===== src/sv/nisp_pkg.sv =====
`timescale 1ns / 1ps
// ============================================================================
// nisp_pkg
// Shared types and constants for the NVMe I/O submission and PRP builder.
// ============================================================================
package nisp_pkg;

    // Page geometry and PRP list limits.
    localparam int PAGE_BYTES           = 4096;
    localparam int PAGE_SHIFT           = 12;
    localparam int QUEUE_ENTRIES_DEF    = 64;
    localparam int MAX_LIST_ENTRIES_DEF = 63;
    localparam int DESC_FIFO_DEPTH_DEF  = 2;

    // Sector shift saturation bounds.
    localparam logic [4:0] SHIFT_MIN = 5'd9;
    localparam logic [4:0] SHIFT_MAX = 5'd16;

    // Field widths.
    localparam int DB_W    = 6;
    localparam int NPAGE_W = 6;
    localparam int IN_DATA_W  = 192;
    localparam int OUT_DATA_W = 336;

    // Input command codes.
    localparam logic [1:0] CMD_READ     = 2'd0;
    localparam logic [1:0] CMD_WRITE    = 2'd1;
    localparam logic [1:0] CMD_COMPLETE = 2'd2;

    // NVMe opcodes.
    localparam logic [7:0] OPC_WRITE = 8'h01;
    localparam logic [7:0] OPC_READ  = 8'h02;

    // Configuration register indexes.
    localparam logic CFG_SECTOR_SHIFT = 1'b0;
    localparam logic CFG_PRP_LIST     = 1'b1;

    // Result kinds.
    typedef enum logic [2:0] {
        KIND_CMD       = 3'd0,
        KIND_LIST      = 3'd1,
        KIND_DONE      = 3'd2,
        KIND_NOT_READY = 3'd3,
        KIND_REJECT    = 3'd4
    } t_kind;

    // One input transaction, unpacked.
    typedef struct packed {
        logic [1:0]  cmd;
        logic [31:0] nsid;
        logic [63:0] lba;
        logic [15:0] cnt;
        logic [63:0] buf_addr;
        logic [15:0] status;
    } t_req;

    // Classified work passed from the front end to the back end.
    typedef struct packed {
        t_kind               kind;
        logic [7:0]          opcode;
        logic [15:0]         cid;
        logic [31:0]         nsid;
        logic [63:0]         prp1;
        logic [63:0]         prp2;
        logic [63:0]         lba;
        logic [15:0]         cnt;
        logic [DB_W-1:0]     db;
        logic                success;
        logic [NPAGE_W-1:0]  npages;
        logic [63:0]         second;
    } t_desc;

    // One result transaction.
    typedef struct packed {
        t_kind           kind;
        logic [7:0]      opcode;
        logic [15:0]     cid;
        logic [31:0]     nsid;
        logic [63:0]     prp1;
        logic [63:0]     prp2;
        logic [63:0]     lba;
        logic [15:0]     cnt;
        logic [DB_W-1:0] db;
        logic [63:0]     page;
        logic            success;
        logic            last;
    } t_result;

endpackage


===== src/sv/nisp_fifo.sv =====
`timescale 1ns / 1ps
// ============================================================================
// nisp_fifo
// Small register queue of work descriptors between front and back end.
// ============================================================================
module nisp_fifo
    import nisp_pkg::*;
#(
    parameter int DEPTH = DESC_FIFO_DEPTH_DEF
) (
    input  logic  i_clk,
    input  logic  i_rst_n,
    input  logic  i_push,
    input  t_desc i_data,
    output logic  o_full,
    input  logic  i_pop,
    output t_desc o_data,
    output logic  o_empty
);

    localparam int PW = (DEPTH > 1) ? $clog2(DEPTH) : 1;
    localparam int CW = $clog2(DEPTH + 1);
    localparam logic [PW-1:0] PLAST = PW'(DEPTH - 1);
    localparam logic [CW-1:0] CFULL = CW'(DEPTH);

    t_desc         r_mem [DEPTH];
    logic [PW-1:0] r_wr;
    logic [PW-1:0] r_rd;
    logic [CW-1:0] r_count;

    assign o_full  = (r_count == CFULL);
    assign o_empty = (r_count == '0);
    assign o_data  = r_mem[r_rd];

    // Storage write.
    always_ff @(posedge i_clk) begin
        if (i_push) begin
            r_mem[r_wr] <= i_data;
        end
    end

    // Pointers and occupancy.
    always_ff @(posedge i_clk) begin
        if (!i_rst_n) begin
            r_wr    <= '0;
            r_rd    <= '0;
            r_count <= '0;
        end else begin
            if (i_push) begin
                r_wr <= (r_wr == PLAST) ? '0 : r_wr + PW'(1);
            end
            if (i_pop) begin
                r_rd <= (r_rd == PLAST) ? '0 : r_rd + PW'(1);
            end
            if (i_push && !i_pop) begin
                r_count <= r_count + CW'(1);
            end else if (i_pop && !i_push) begin
                r_count <= r_count - CW'(1);
            end
        end
    end

`ifndef SYNTHESIS
    a_no_overflow: assert property (@(posedge i_clk) disable iff (!i_rst_n)
        i_push |-> !o_full)
        else $error("descriptor queue written while full");

    a_no_underflow: assert property (@(posedge i_clk) disable iff (!i_rst_n)
        i_pop |-> !o_empty)
        else $error("descriptor queue read while empty");
`endif

endmodule


===== src/sv/nisp_front.sv =====
`timescale 1ns / 1ps
// ============================================================================
// nisp_front
// Accepts requests, classifies them and keeps the queue pair state.
// ============================================================================
module nisp_front
    import nisp_pkg::*;
#(
    parameter int QUEUE_ENTRIES    = QUEUE_ENTRIES_DEF,
    parameter int MAX_LIST_ENTRIES = MAX_LIST_ENTRIES_DEF
) (
    input  logic        i_clk,
    input  logic        i_rst_n,
    input  logic        i_valid,
    output logic        o_ready,
    input  t_req        i_req,
    input  logic        i_cfg_we,
    input  logic        i_cfg_index,
    input  logic [63:0] i_cfg_data,
    output logic        o_push,
    output t_desc       o_desc,
    input  logic        i_full
);

    localparam int QW = $clog2(QUEUE_ENTRIES);
    localparam logic [QW-1:0] QLAST = QW'(QUEUE_ENTRIES - 1);

    // Configuration registers.
    logic [4:0]  r_shift;
    logic [63:0] r_prp_list;

    // Queue pair state.
    logic [QW-1:0] r_tail;
    logic [QW-1:0] r_head;
    logic          r_phase;
    logic [15:0]   r_id;

    // Holding stage for the accepted request.
    logic        r_hold_valid;
    t_req        r_req;
    logic [32:0] r_tpo;

    logic [4:0]     sat_shift;
    logic [31:0]    total;
    logic           accept;
    logic           spans_two;
    logic           uses_list;
    logic [32:0]    tpo_m1;
    logic [20:0]    npages_full;
    logic           overlong;
    logic [63:0]    second;
    logic [63:0]    prp2;
    logic [QW-1:0]  tail_nx;
    logic [QW-1:0]  head_nx;
    logic [15:0]    id_nx;
    logic           phase_ok;
    logic [QW+DB_W-1:0] tail_ext;
    logic [QW+DB_W-1:0] head_ext;
    logic [QW+DB_W-1:0] head_nx_ext;
    logic           do_submit;
    logic           do_complete;

    assign o_ready = !r_hold_valid;
    assign accept  = i_valid && o_ready;
    assign o_push  = r_hold_valid && !i_full;

    // Sector shift is clamped to the supported range before use.
    always_comb begin
        if (r_shift < SHIFT_MIN) begin
            sat_shift = SHIFT_MIN;
        end else if (r_shift > SHIFT_MAX) begin
            sat_shift = SHIFT_MAX;
        end else begin
            sat_shift = r_shift;
        end
    end

    // Transfer length in bytes; adding the page offset gives the byte count
    // measured from the start of the first page.
    assign total = 32'(i_req.cnt) << sat_shift;

    // Configuration writes.
    always_ff @(posedge i_clk) begin
        if (!i_rst_n) begin
            r_shift    <= SHIFT_MIN;
            r_prp_list <= '0;
        end else if (i_cfg_we) begin
            unique case (i_cfg_index)
                CFG_SECTOR_SHIFT: r_shift    <= i_cfg_data[4:0];
                CFG_PRP_LIST:     r_prp_list <= i_cfg_data;
                default:          r_shift    <= r_shift;
            endcase
        end
    end

    // Capture stage.
    always_ff @(posedge i_clk) begin
        if (accept) begin
            r_req <= i_req;
            r_tpo <= {1'b0, total} + {21'b0, i_req.buf_addr[PAGE_SHIFT-1:0]};
        end
    end

    // Page classification: more than one page if the span passes the first
    // page boundary, a list if it passes the second.
    assign spans_two   = (r_tpo > 33'(PAGE_BYTES));
    assign uses_list   = (r_tpo > 33'(2 * PAGE_BYTES));
    assign tpo_m1      = r_tpo - 33'd1;
    assign npages_full = tpo_m1[32:PAGE_SHIFT];
    assign overlong    = uses_list && (npages_full > 21'(MAX_LIST_ENTRIES));
    assign second      = {r_req.buf_addr[63:PAGE_SHIFT] + 52'd1, {PAGE_SHIFT{1'b0}}};

    always_comb begin
        if (!spans_two) begin
            prp2 = '0;
        end else if (!uses_list) begin
            prp2 = second;
        end else begin
            prp2 = r_prp_list;
        end
    end

    // Next queue indexes, wrapping at the queue size.
    assign tail_nx  = (r_tail == QLAST) ? '0 : r_tail + QW'(1);
    assign head_nx  = (r_head == QLAST) ? '0 : r_head + QW'(1);
    assign id_nx    = r_id + 16'd1;
    assign phase_ok = (r_req.status[0] == r_phase);

    assign tail_ext    = {{DB_W{1'b0}}, tail_nx};
    assign head_ext    = {{DB_W{1'b0}}, r_head};
    assign head_nx_ext = {{DB_W{1'b0}}, head_nx};

    // Descriptor build.
    always_comb begin
        o_desc      = '0;
        do_submit   = 1'b0;
        do_complete = 1'b0;
        unique case (r_req.cmd) inside
            CMD_READ, CMD_WRITE: begin
                if (r_req.cnt == 16'd0 || overlong) begin
                    o_desc.kind = KIND_REJECT;
                end else begin
                    do_submit     = 1'b1;
                    o_desc.kind   = KIND_CMD;
                    o_desc.opcode = (r_req.cmd == CMD_WRITE) ? OPC_WRITE : OPC_READ;
                    o_desc.cid    = id_nx;
                    o_desc.nsid   = r_req.nsid;
                    o_desc.prp1   = r_req.buf_addr;
                    o_desc.prp2   = prp2;
                    o_desc.lba    = r_req.lba;
                    o_desc.cnt    = r_req.cnt - 16'd1;
                    o_desc.db     = tail_ext[DB_W-1:0];
                    o_desc.npages = uses_list ? npages_full[NPAGE_W-1:0] : '0;
                    o_desc.second = second;
                end
            end
            CMD_COMPLETE: begin
                if (phase_ok) begin
                    do_complete    = 1'b1;
                    o_desc.kind    = KIND_DONE;
                    o_desc.db      = head_nx_ext[DB_W-1:0];
                    o_desc.success = (r_req.status[15:1] == 15'd0);
                end else begin
                    o_desc.kind = KIND_NOT_READY;
                    o_desc.db   = head_ext[DB_W-1:0];
                end
            end
            default: begin
                o_desc.kind = KIND_REJECT;
            end
        endcase
    end

    // Holding stage control and queue pair state updates.
    always_ff @(posedge i_clk) begin
        if (!i_rst_n) begin
            r_hold_valid <= 1'b0;
            r_tail       <= '0;
            r_head       <= '0;
            r_phase      <= 1'b1;
            r_id         <= '0;
        end else begin
            if (accept) begin
                r_hold_valid <= 1'b1;
            end else if (o_push) begin
                r_hold_valid <= 1'b0;
            end
            if (o_push && do_submit) begin
                r_tail <= tail_nx;
                r_id   <= id_nx;
            end
            if (o_push && do_complete) begin
                r_head <= head_nx;
                if (head_nx == '0) begin
                    r_phase <= !r_phase;
                end
            end
        end
    end

`ifndef SYNTHESIS
    a_phase_on_wrap: assert property (@(posedge i_clk) disable iff (!i_rst_n)
        ($past(i_rst_n) && !$stable(r_phase)) |-> (r_head == '0))
        else $error("expected phase changed without a head wrap");

    a_id_with_tail: assert property (@(posedge i_clk) disable iff (!i_rst_n)
        ($past(i_rst_n) && !$stable(r_id)) |-> !$stable(r_tail))
        else $error("command id advanced without a tail advance");
`endif

endmodule


===== src/sv/nisp_back.sv =====
`timescale 1ns / 1ps
// ============================================================================
// nisp_back
// Turns descriptors into result transactions, one per cycle while the
// output is not stalled, including the PRP list entries of long transfers.
// ============================================================================
module nisp_back
    import nisp_pkg::*;
(
    input  logic    i_clk,
    input  logic    i_rst_n,
    input  t_desc   i_desc,
    input  logic    i_empty,
    output logic    o_pop,
    output logic    o_valid,
    input  logic    i_ready,
    output t_result o_result
);

    typedef enum logic [1:0] {
        ST_HEAD = 2'b01,
        ST_LIST = 2'b10
    } t_bk_state;

    t_bk_state          r_state;
    logic               r_out_valid;
    t_result            r_out;
    logic [63:0]        r_page;
    logic [NPAGE_W-1:0] r_idx;
    logic [NPAGE_W-1:0] r_np;

    logic    slot_free;
    logic    list_last;
    t_result list_res;

    assign slot_free = !r_out_valid || i_ready;
    assign o_pop     = slot_free && (r_state == ST_HEAD) && !i_empty;
    assign list_last = (r_idx == r_np);
    assign o_valid   = r_out_valid;
    assign o_result  = r_out;

    // A list entry carries only its kind, the page address and last.
    always_comb begin
        list_res      = '0;
        list_res.kind = KIND_LIST;
        list_res.page = r_page;
        list_res.last = list_last;
    end

    // Output register payload.
    always_ff @(posedge i_clk) begin
        if (o_pop) begin
            r_out.kind    <= i_desc.kind;
            r_out.opcode  <= i_desc.opcode;
            r_out.cid     <= i_desc.cid;
            r_out.nsid    <= i_desc.nsid;
            r_out.prp1    <= i_desc.prp1;
            r_out.prp2    <= i_desc.prp2;
            r_out.lba     <= i_desc.lba;
            r_out.cnt     <= i_desc.cnt;
            r_out.db      <= i_desc.db;
            r_out.page    <= '0;
            r_out.success <= i_desc.success;
            r_out.last    <= (i_desc.npages == '0);
            r_page        <= i_desc.second;
            r_idx         <= NPAGE_W'(1);
            r_np          <= i_desc.npages;
        end else if (slot_free && r_state == ST_LIST) begin
            r_out  <= list_res;
            r_page <= r_page + 64'(PAGE_BYTES);
            r_idx  <= r_idx + NPAGE_W'(1);
        end
    end

    // Sequencer and output valid.
    always_ff @(posedge i_clk) begin
        if (!i_rst_n) begin
            r_state     <= ST_HEAD;
            r_out_valid <= 1'b0;
        end else begin
            unique case (r_state)
                ST_HEAD: begin
                    if (o_pop) begin
                        r_out_valid <= 1'b1;
                        if (i_desc.npages != '0) begin
                            r_state <= ST_LIST;
                        end
                    end else if (i_ready) begin
                        r_out_valid <= 1'b0;
                    end
                end
                ST_LIST: begin
                    if (slot_free) begin
                        r_out_valid <= 1'b1;
                        if (list_last) begin
                            r_state <= ST_HEAD;
                        end
                    end
                end
                default: begin
                    r_state <= ST_HEAD;
                end
            endcase
        end
    end

`ifndef SYNTHESIS
    a_list_bounds: assert property (@(posedge i_clk) disable iff (!i_rst_n)
        (r_state == ST_LIST) |-> (r_np != '0 && r_idx <= r_np))
        else $error("list sequencer index out of range");
`endif

endmodule


===== src/sv/nvme_io_submit_prp_builder.sv =====
`timescale 1ns / 1ps
// ============================================================================
// nvme_io_submit_prp_builder
// Host-side NVMe I/O queue pair engine building command entries and PRP lists.
// ============================================================================
// In the front end each request is first registered and its byte span
// computed; it is then classified, the queue pair state is updated and a
// descriptor is placed in a two-entry queue. The back end emits one result
// transaction per cycle from that queue while the output is not stalled, so a
// read or write that needs a PRP list of N entries produces 1 + N results.
// The front end takes no new request until the held one is queued, and the
// back end, with its single output register, pops no new descriptor until
// the list entries are loaded. Results carry tlast on each final result.
module nvme_io_submit_prp_builder
    import nisp_pkg::*;
#(
    parameter int QUEUE_ENTRIES    = QUEUE_ENTRIES_DEF,
    parameter int MAX_LIST_ENTRIES = MAX_LIST_ENTRIES_DEF,
    parameter int DESC_FIFO_DEPTH  = DESC_FIFO_DEPTH_DEF
) (
    input  logic                  i_clk,
    input  logic                  i_rst_n,
    input  logic                  i_s_axis_tvalid,
    output logic                  o_s_axis_tready,
    // namespace_id[31:0], lba[95:32], num_sectors[111:96],
    // buffer_address[175:112], completion_status[191:176]
    input  logic [IN_DATA_W-1:0]  i_s_axis_tdata,
    // command[1:0]
    input  logic [1:0]            i_s_axis_tuser,
    output logic                  o_m_axis_tvalid,
    input  logic                  i_m_axis_tready,
    // opcode[7:0], cmd_tag[23:8], nsid_out[55:24], prp_first[119:56],
    // prp_second[183:120], lba_out[247:184], count_minus_one[263:248],
    // doorbell_value[269:264], page_address[333:270], success[334], zero[335]
    output logic [OUT_DATA_W-1:0] o_m_axis_tdata,
    // kind[2:0]
    output logic [2:0]            o_m_axis_tuser,
    output logic                  o_m_axis_tlast,
    input  logic                  i_cfg_we,
    input  logic                  i_cfg_index,
    input  logic [63:0]           i_cfg_data
);

    t_req    req;
    t_desc   push_desc;
    t_desc   pop_desc;
    t_result res;
    logic    push;
    logic    pop;
    logic    full;
    logic    empty;

    // Unpack the input transaction.
    assign req.cmd      = i_s_axis_tuser;
    assign req.nsid     = i_s_axis_tdata[31:0];
    assign req.lba      = i_s_axis_tdata[95:32];
    assign req.cnt      = i_s_axis_tdata[111:96];
    assign req.buf_addr = i_s_axis_tdata[175:112];
    assign req.status   = i_s_axis_tdata[191:176];

    nisp_front #(
        .QUEUE_ENTRIES    (QUEUE_ENTRIES),
        .MAX_LIST_ENTRIES (MAX_LIST_ENTRIES)
    ) u_front (
        .i_clk       (i_clk),
        .i_rst_n     (i_rst_n),
        .i_valid     (i_s_axis_tvalid),
        .o_ready     (o_s_axis_tready),
        .i_req       (req),
        .i_cfg_we    (i_cfg_we),
        .i_cfg_index (i_cfg_index),
        .i_cfg_data  (i_cfg_data),
        .o_push      (push),
        .o_desc      (push_desc),
        .i_full      (full)
    );

    nisp_fifo #(
        .DEPTH (DESC_FIFO_DEPTH)
    ) u_fifo (
        .i_clk   (i_clk),
        .i_rst_n (i_rst_n),
        .i_push  (push),
        .i_data  (push_desc),
        .o_full  (full),
        .i_pop   (pop),
        .o_data  (pop_desc),
        .o_empty (empty)
    );

    nisp_back u_back (
        .i_clk    (i_clk),
        .i_rst_n  (i_rst_n),
        .i_desc   (pop_desc),
        .i_empty  (empty),
        .o_pop    (pop),
        .o_valid  (o_m_axis_tvalid),
        .i_ready  (i_m_axis_tready),
        .o_result (res)
    );

    // Pack the result transaction.
    assign o_m_axis_tdata = {1'b0, res.success, res.page, res.db, res.cnt, res.lba,
                             res.prp2, res.prp1, res.nsid, res.cid, res.opcode};
    assign o_m_axis_tuser = res.kind;
    assign o_m_axis_tlast = res.last;

endmodule


===== config.mk =====
export PLATFORM = sky130hd
export DESIGN_NAME = nvme_io_submit_prp_builder
export DESIGN_NICKNAME = d
export VERILOG_FILES = /design/src/sv/nisp_pkg.sv /design/src/sv/nisp_fifo.sv /design/src/sv/nisp_front.sv /design/src/sv/nisp_back.sv /design/src/sv/nvme_io_submit_prp_builder.sv
export SDC_FILE = /design/constraint.sdc
export NUM_CORES = 2
export LEC_CHECK = 0
export BUFFER_PORTS_ARGS = -buffer_cell sky130_fd_sc_hd__buf_2
export CAP_MARGIN = 10
export CELL_PAD_IN_SITES_DETAIL_PLACEMENT = 2
export CELL_PAD_IN_SITES_GLOBAL_PLACEMENT = 2
export CORE_MARGIN = 1.5
export CORE_UTILIZATION = 44
export DETAILED_ROUTE_END_ITERATION = 8
export GPL_TIMING_DRIVEN = 0
export PLACE_DENSITY = 0.88
export REMOVE_ABC_BUFFERS = 1
export SYNTH_ARGS = -nofsm -noshare
export SYNTH_HDL_FRONTEND = slang
export SYNTH_SLANG_ARGS = --single-unit

===== constraint.sdc =====
create_clock -name i_clk -period 23.4 [get_ports i_clk]
set_clock_uncertainty 0.15 [all_clocks]
set_input_delay 4.68 -clock i_clk [delete_from_list [all_inputs] [get_ports i_clk]]
set_output_delay 4.68 -clock i_clk [all_outputs]
set_load 0.05 [all_outputs]

==> qor.txt <==
Syn. warnings: 0
CTS Buffer Depth: 3
count of final max-slew check failures: 0
vias per cell: 5.86
gp weighted congestion: 0.783
drt pass-1 iters: 6
Peak VDD IR: 117 µV
WL/cell: 33.5 µm
largest cells by area after synthesis: edfxtp_1, dfxtp_1, mux2i_1
top cells by count, synth: edfxtp_1, nor2_1, nand2_1
PD cells: 133 mW/mm²
final setup vio count: 0
Die H: 355 µm
clk sinks: 1,371
Post-Syn Area: 0.0545 mm²
crit path max fanout: 6
register bit total from synthesis: 1,371
crit start category: input port
outcome: complete, no violations
Row Count: 128
vias in the first global route: 41,000
Tcrit/Tclk final: 34.4%
Min Clock Period, post-route: 8040 ps
DIE AREA: 0.126 mm²
most common cell in the synthesized netlist: edfxtp_1
post-CTS setup buffer count: 0
post-synth top area cell: edfxtp_1
worst-skew pair later-pin latency: 770 ps
# DRC: 0
clock-pin slew on the worst setup and hold paths: 60 ps
Area growth syn-to-layout: 19.6%
Overall Global Routing Usage: 32.6%
initial antenna violation count: 28
dominant synthesized flop cell: edfxtp_1
worst min path class: register to register
type of element capturing the critical path: register
CTS Hold Bufs: 0
RSZ-0062 raised after global routing: no
# port buffers: 586
TNS Setup: 0 ps
total number of vias: 36,900
max cap viols: 0
I/O Pins: 606
max_slew headroom: 13.7%
total CTS buffers: 149
Worst Path Required: 23,800 ps
H-tree depth: 4
core region area: 0.122 mm²
clock root buffer: clkbuf_16
critical path arrival: 8440 ps
cells after synthesis: 3,900
post-synthesis sequential area ratio: 72.5%
Yosys top cell area share: 66.5%
fmax: 0.124 GHz
final-report hold violation count: 0
largest net degree at the start of global routing: 72
Starting Density: 44.5%
drt total wl: 211,000 µm
Setup CP Type: input port to register
layout cells sized above 1: 19.5%
hpwl dp: 136,000 µm
CTS tree: done
Antenna Nets Post-Route: 0
syn avg cell area: 14.0 µm²
Final Core Density: 53.3%
First DRT Iteration DRCs: 3,257
Netlist cell types: 69
global-route wire length before repair: 297,000 µm
Synth async-reset ratio: 0%
Leak: 0.0229 µW
number of gates resized after cts: 0
Worst-Margin Slew: 1290 ps
Nets: 4,814
global route total overflow: 0
chip width: 355 µm
Post-synth EDFFs: 1,206
[stage by stage]
step | cells | area [µm²] | setup slack [ps] | total power [µW] | hold WS [ps]
after CTS | 6273 | 65100 | 15440 | 8690 | 315
after floorplan | 3708 | 53700 | -10950 | 5810 | 282
after global routing | 6296 | 65200 | 15060 | 8900 | 344
after detailed placement | 6002 | 60500 | 14730 | 6310 | 302
after global placement | 5919 | 58600 | -55420 | 6990 | 288
final | 6298 | 65200 | 15360 | 8680 | 311
[worst max-delay path: stages]
cell	delay [ps]
buf_2	210
inv_1	110
o21ai_0	260
nor2_1	70
a2111oi_0	570
ha_1	270
a21oi_1	130
a211oi_1	670
nand3b_1	320
nor3b_1	640
nand2_1	200
o31ai_1	330
[cell families (layout without fill, tap and decap cells)]
kind of cell	after synthesis	in the layout	synth area share, %
DFF	1371	1371	72.5
and+or+nand+nor	1316	1316	11.2
AOI/OAI and AO/OA	444	444	5.06
muxes	314	314	5.83
buffers and inverters	244	963	1.85
xor gates and xnor gates	188	188	3.02
adders and majority gates	22	22	0.519
other	1	55	0.00688
[state kept, by name (all words and copies together) (netlist names), named ones only]
signal                cells
u_fifo.r_wr               1
u_back.r_page            52
u_front.r_head            6
u_front.r_tail            6
u_fifo.r_count            2
u_back.r_np               6
u_back.r_idx              6
u_front.r_id             16
u_front.r_shift           5
u_back.o_result         321
u_fifo.r_mem            652
u_front.r_phase           1
u_front.r_req           194
u_front.r_hold_valid      1
u_fifo.r_rd               1
u_back.o_valid            1
u_back.r_state            2
u_front.r_tpo            33
u_front.r_prp_list       64
[worst paths after layout]
check                 startpoint  slack [ps]  cells after the start             endpoint
max           i_s_axis_tdata[97]       15360                     12    u_front.r_tpo[28]
min          u_back.o_result[24]         310                      2  u_back.o_result[24]
max reg2reg   u_front.r_shift[3]       17760                     11    u_front.r_tpo[28]
min reg2reg  u_back.o_result[24]         310                      2  u_back.o_result[24]
[where the power goes]
| part | leakage, µW | switching, µW | internal [µW] | total (µW) |
|---|---|---|---|---|
| registers | 0.0129 | 314 | 3300 | 3620 |
| clock network | 0.00225 | 1040 | 1290 | 2330 |
| logic | 0.00767 | 2070 | 659 | 2730 |
[layout make-up]
cell class,count,area (µm²)
clock buffers,200,4030
multi-input cells,2314,14200
inverters,23,93.8
fillers,11400,57200
repair buffers,669,4690
well taps,1625,2030
flip-flops and latches,1371,39500
diodes,25,62.6
clock inverters,71,588
[cells in the final DEF, fill, tap and decap left out, types with 8 or more instances in the layout]
| cell type | count |
|---|---|
| edfxtp_1 | 1206 |
| buf_2 | 587 |
| nor2_1 | 518 |
| nand2_1 | 328 |
| mux2i_1 | 303 |
| nor2b_1 | 202 |
| a21oi_1 | 164 |
| dfxtp_1 | 164 |
| clkbuf_16 | 150 |
| xor2_1 | 114 |
| a211oi_1 | 102 |
| o21ai_0 | 93 |
| xnor2_1 | 74 |
| nand3_1 | 71 |
| clkbuf_1 | 41 |
| buf_12 | 39 |
| and3_1 | 38 |
| nor3_1 | 30 |
| conb_1 | 30 |
| clkinv_1 | 30 |
| buf_16 | 30 |
| diode_2 | 25 |
| and2_1 | 23 |
| ha_1 | 21 |
| inv_1 | 20 |
| clkinv_2 | 20 |
| nand4_1 | 14 |
| and4_1 | 14 |
| o211ai_1 | 14 |
| nor4_1 | 13 |
| or3_1 | 13 |
| o31ai_1 | 9 |
| mux2_2 | 9 |
| clkbuf_8 | 9 |
| a221oi_1 | 8 |
[layer usage]
layer  vias to the layer above  part of all wire (%)  global-route usage, %
met5                         -                 0.032                      0
met3                       577                   4.6                   4.62
met4                        10                   6.0                   17.8
met1                     19300                    35                   34.9
met2                      1586                    55                   61.4
li1                      15500                     -                      -
Power figures use the tool's default switching activity.
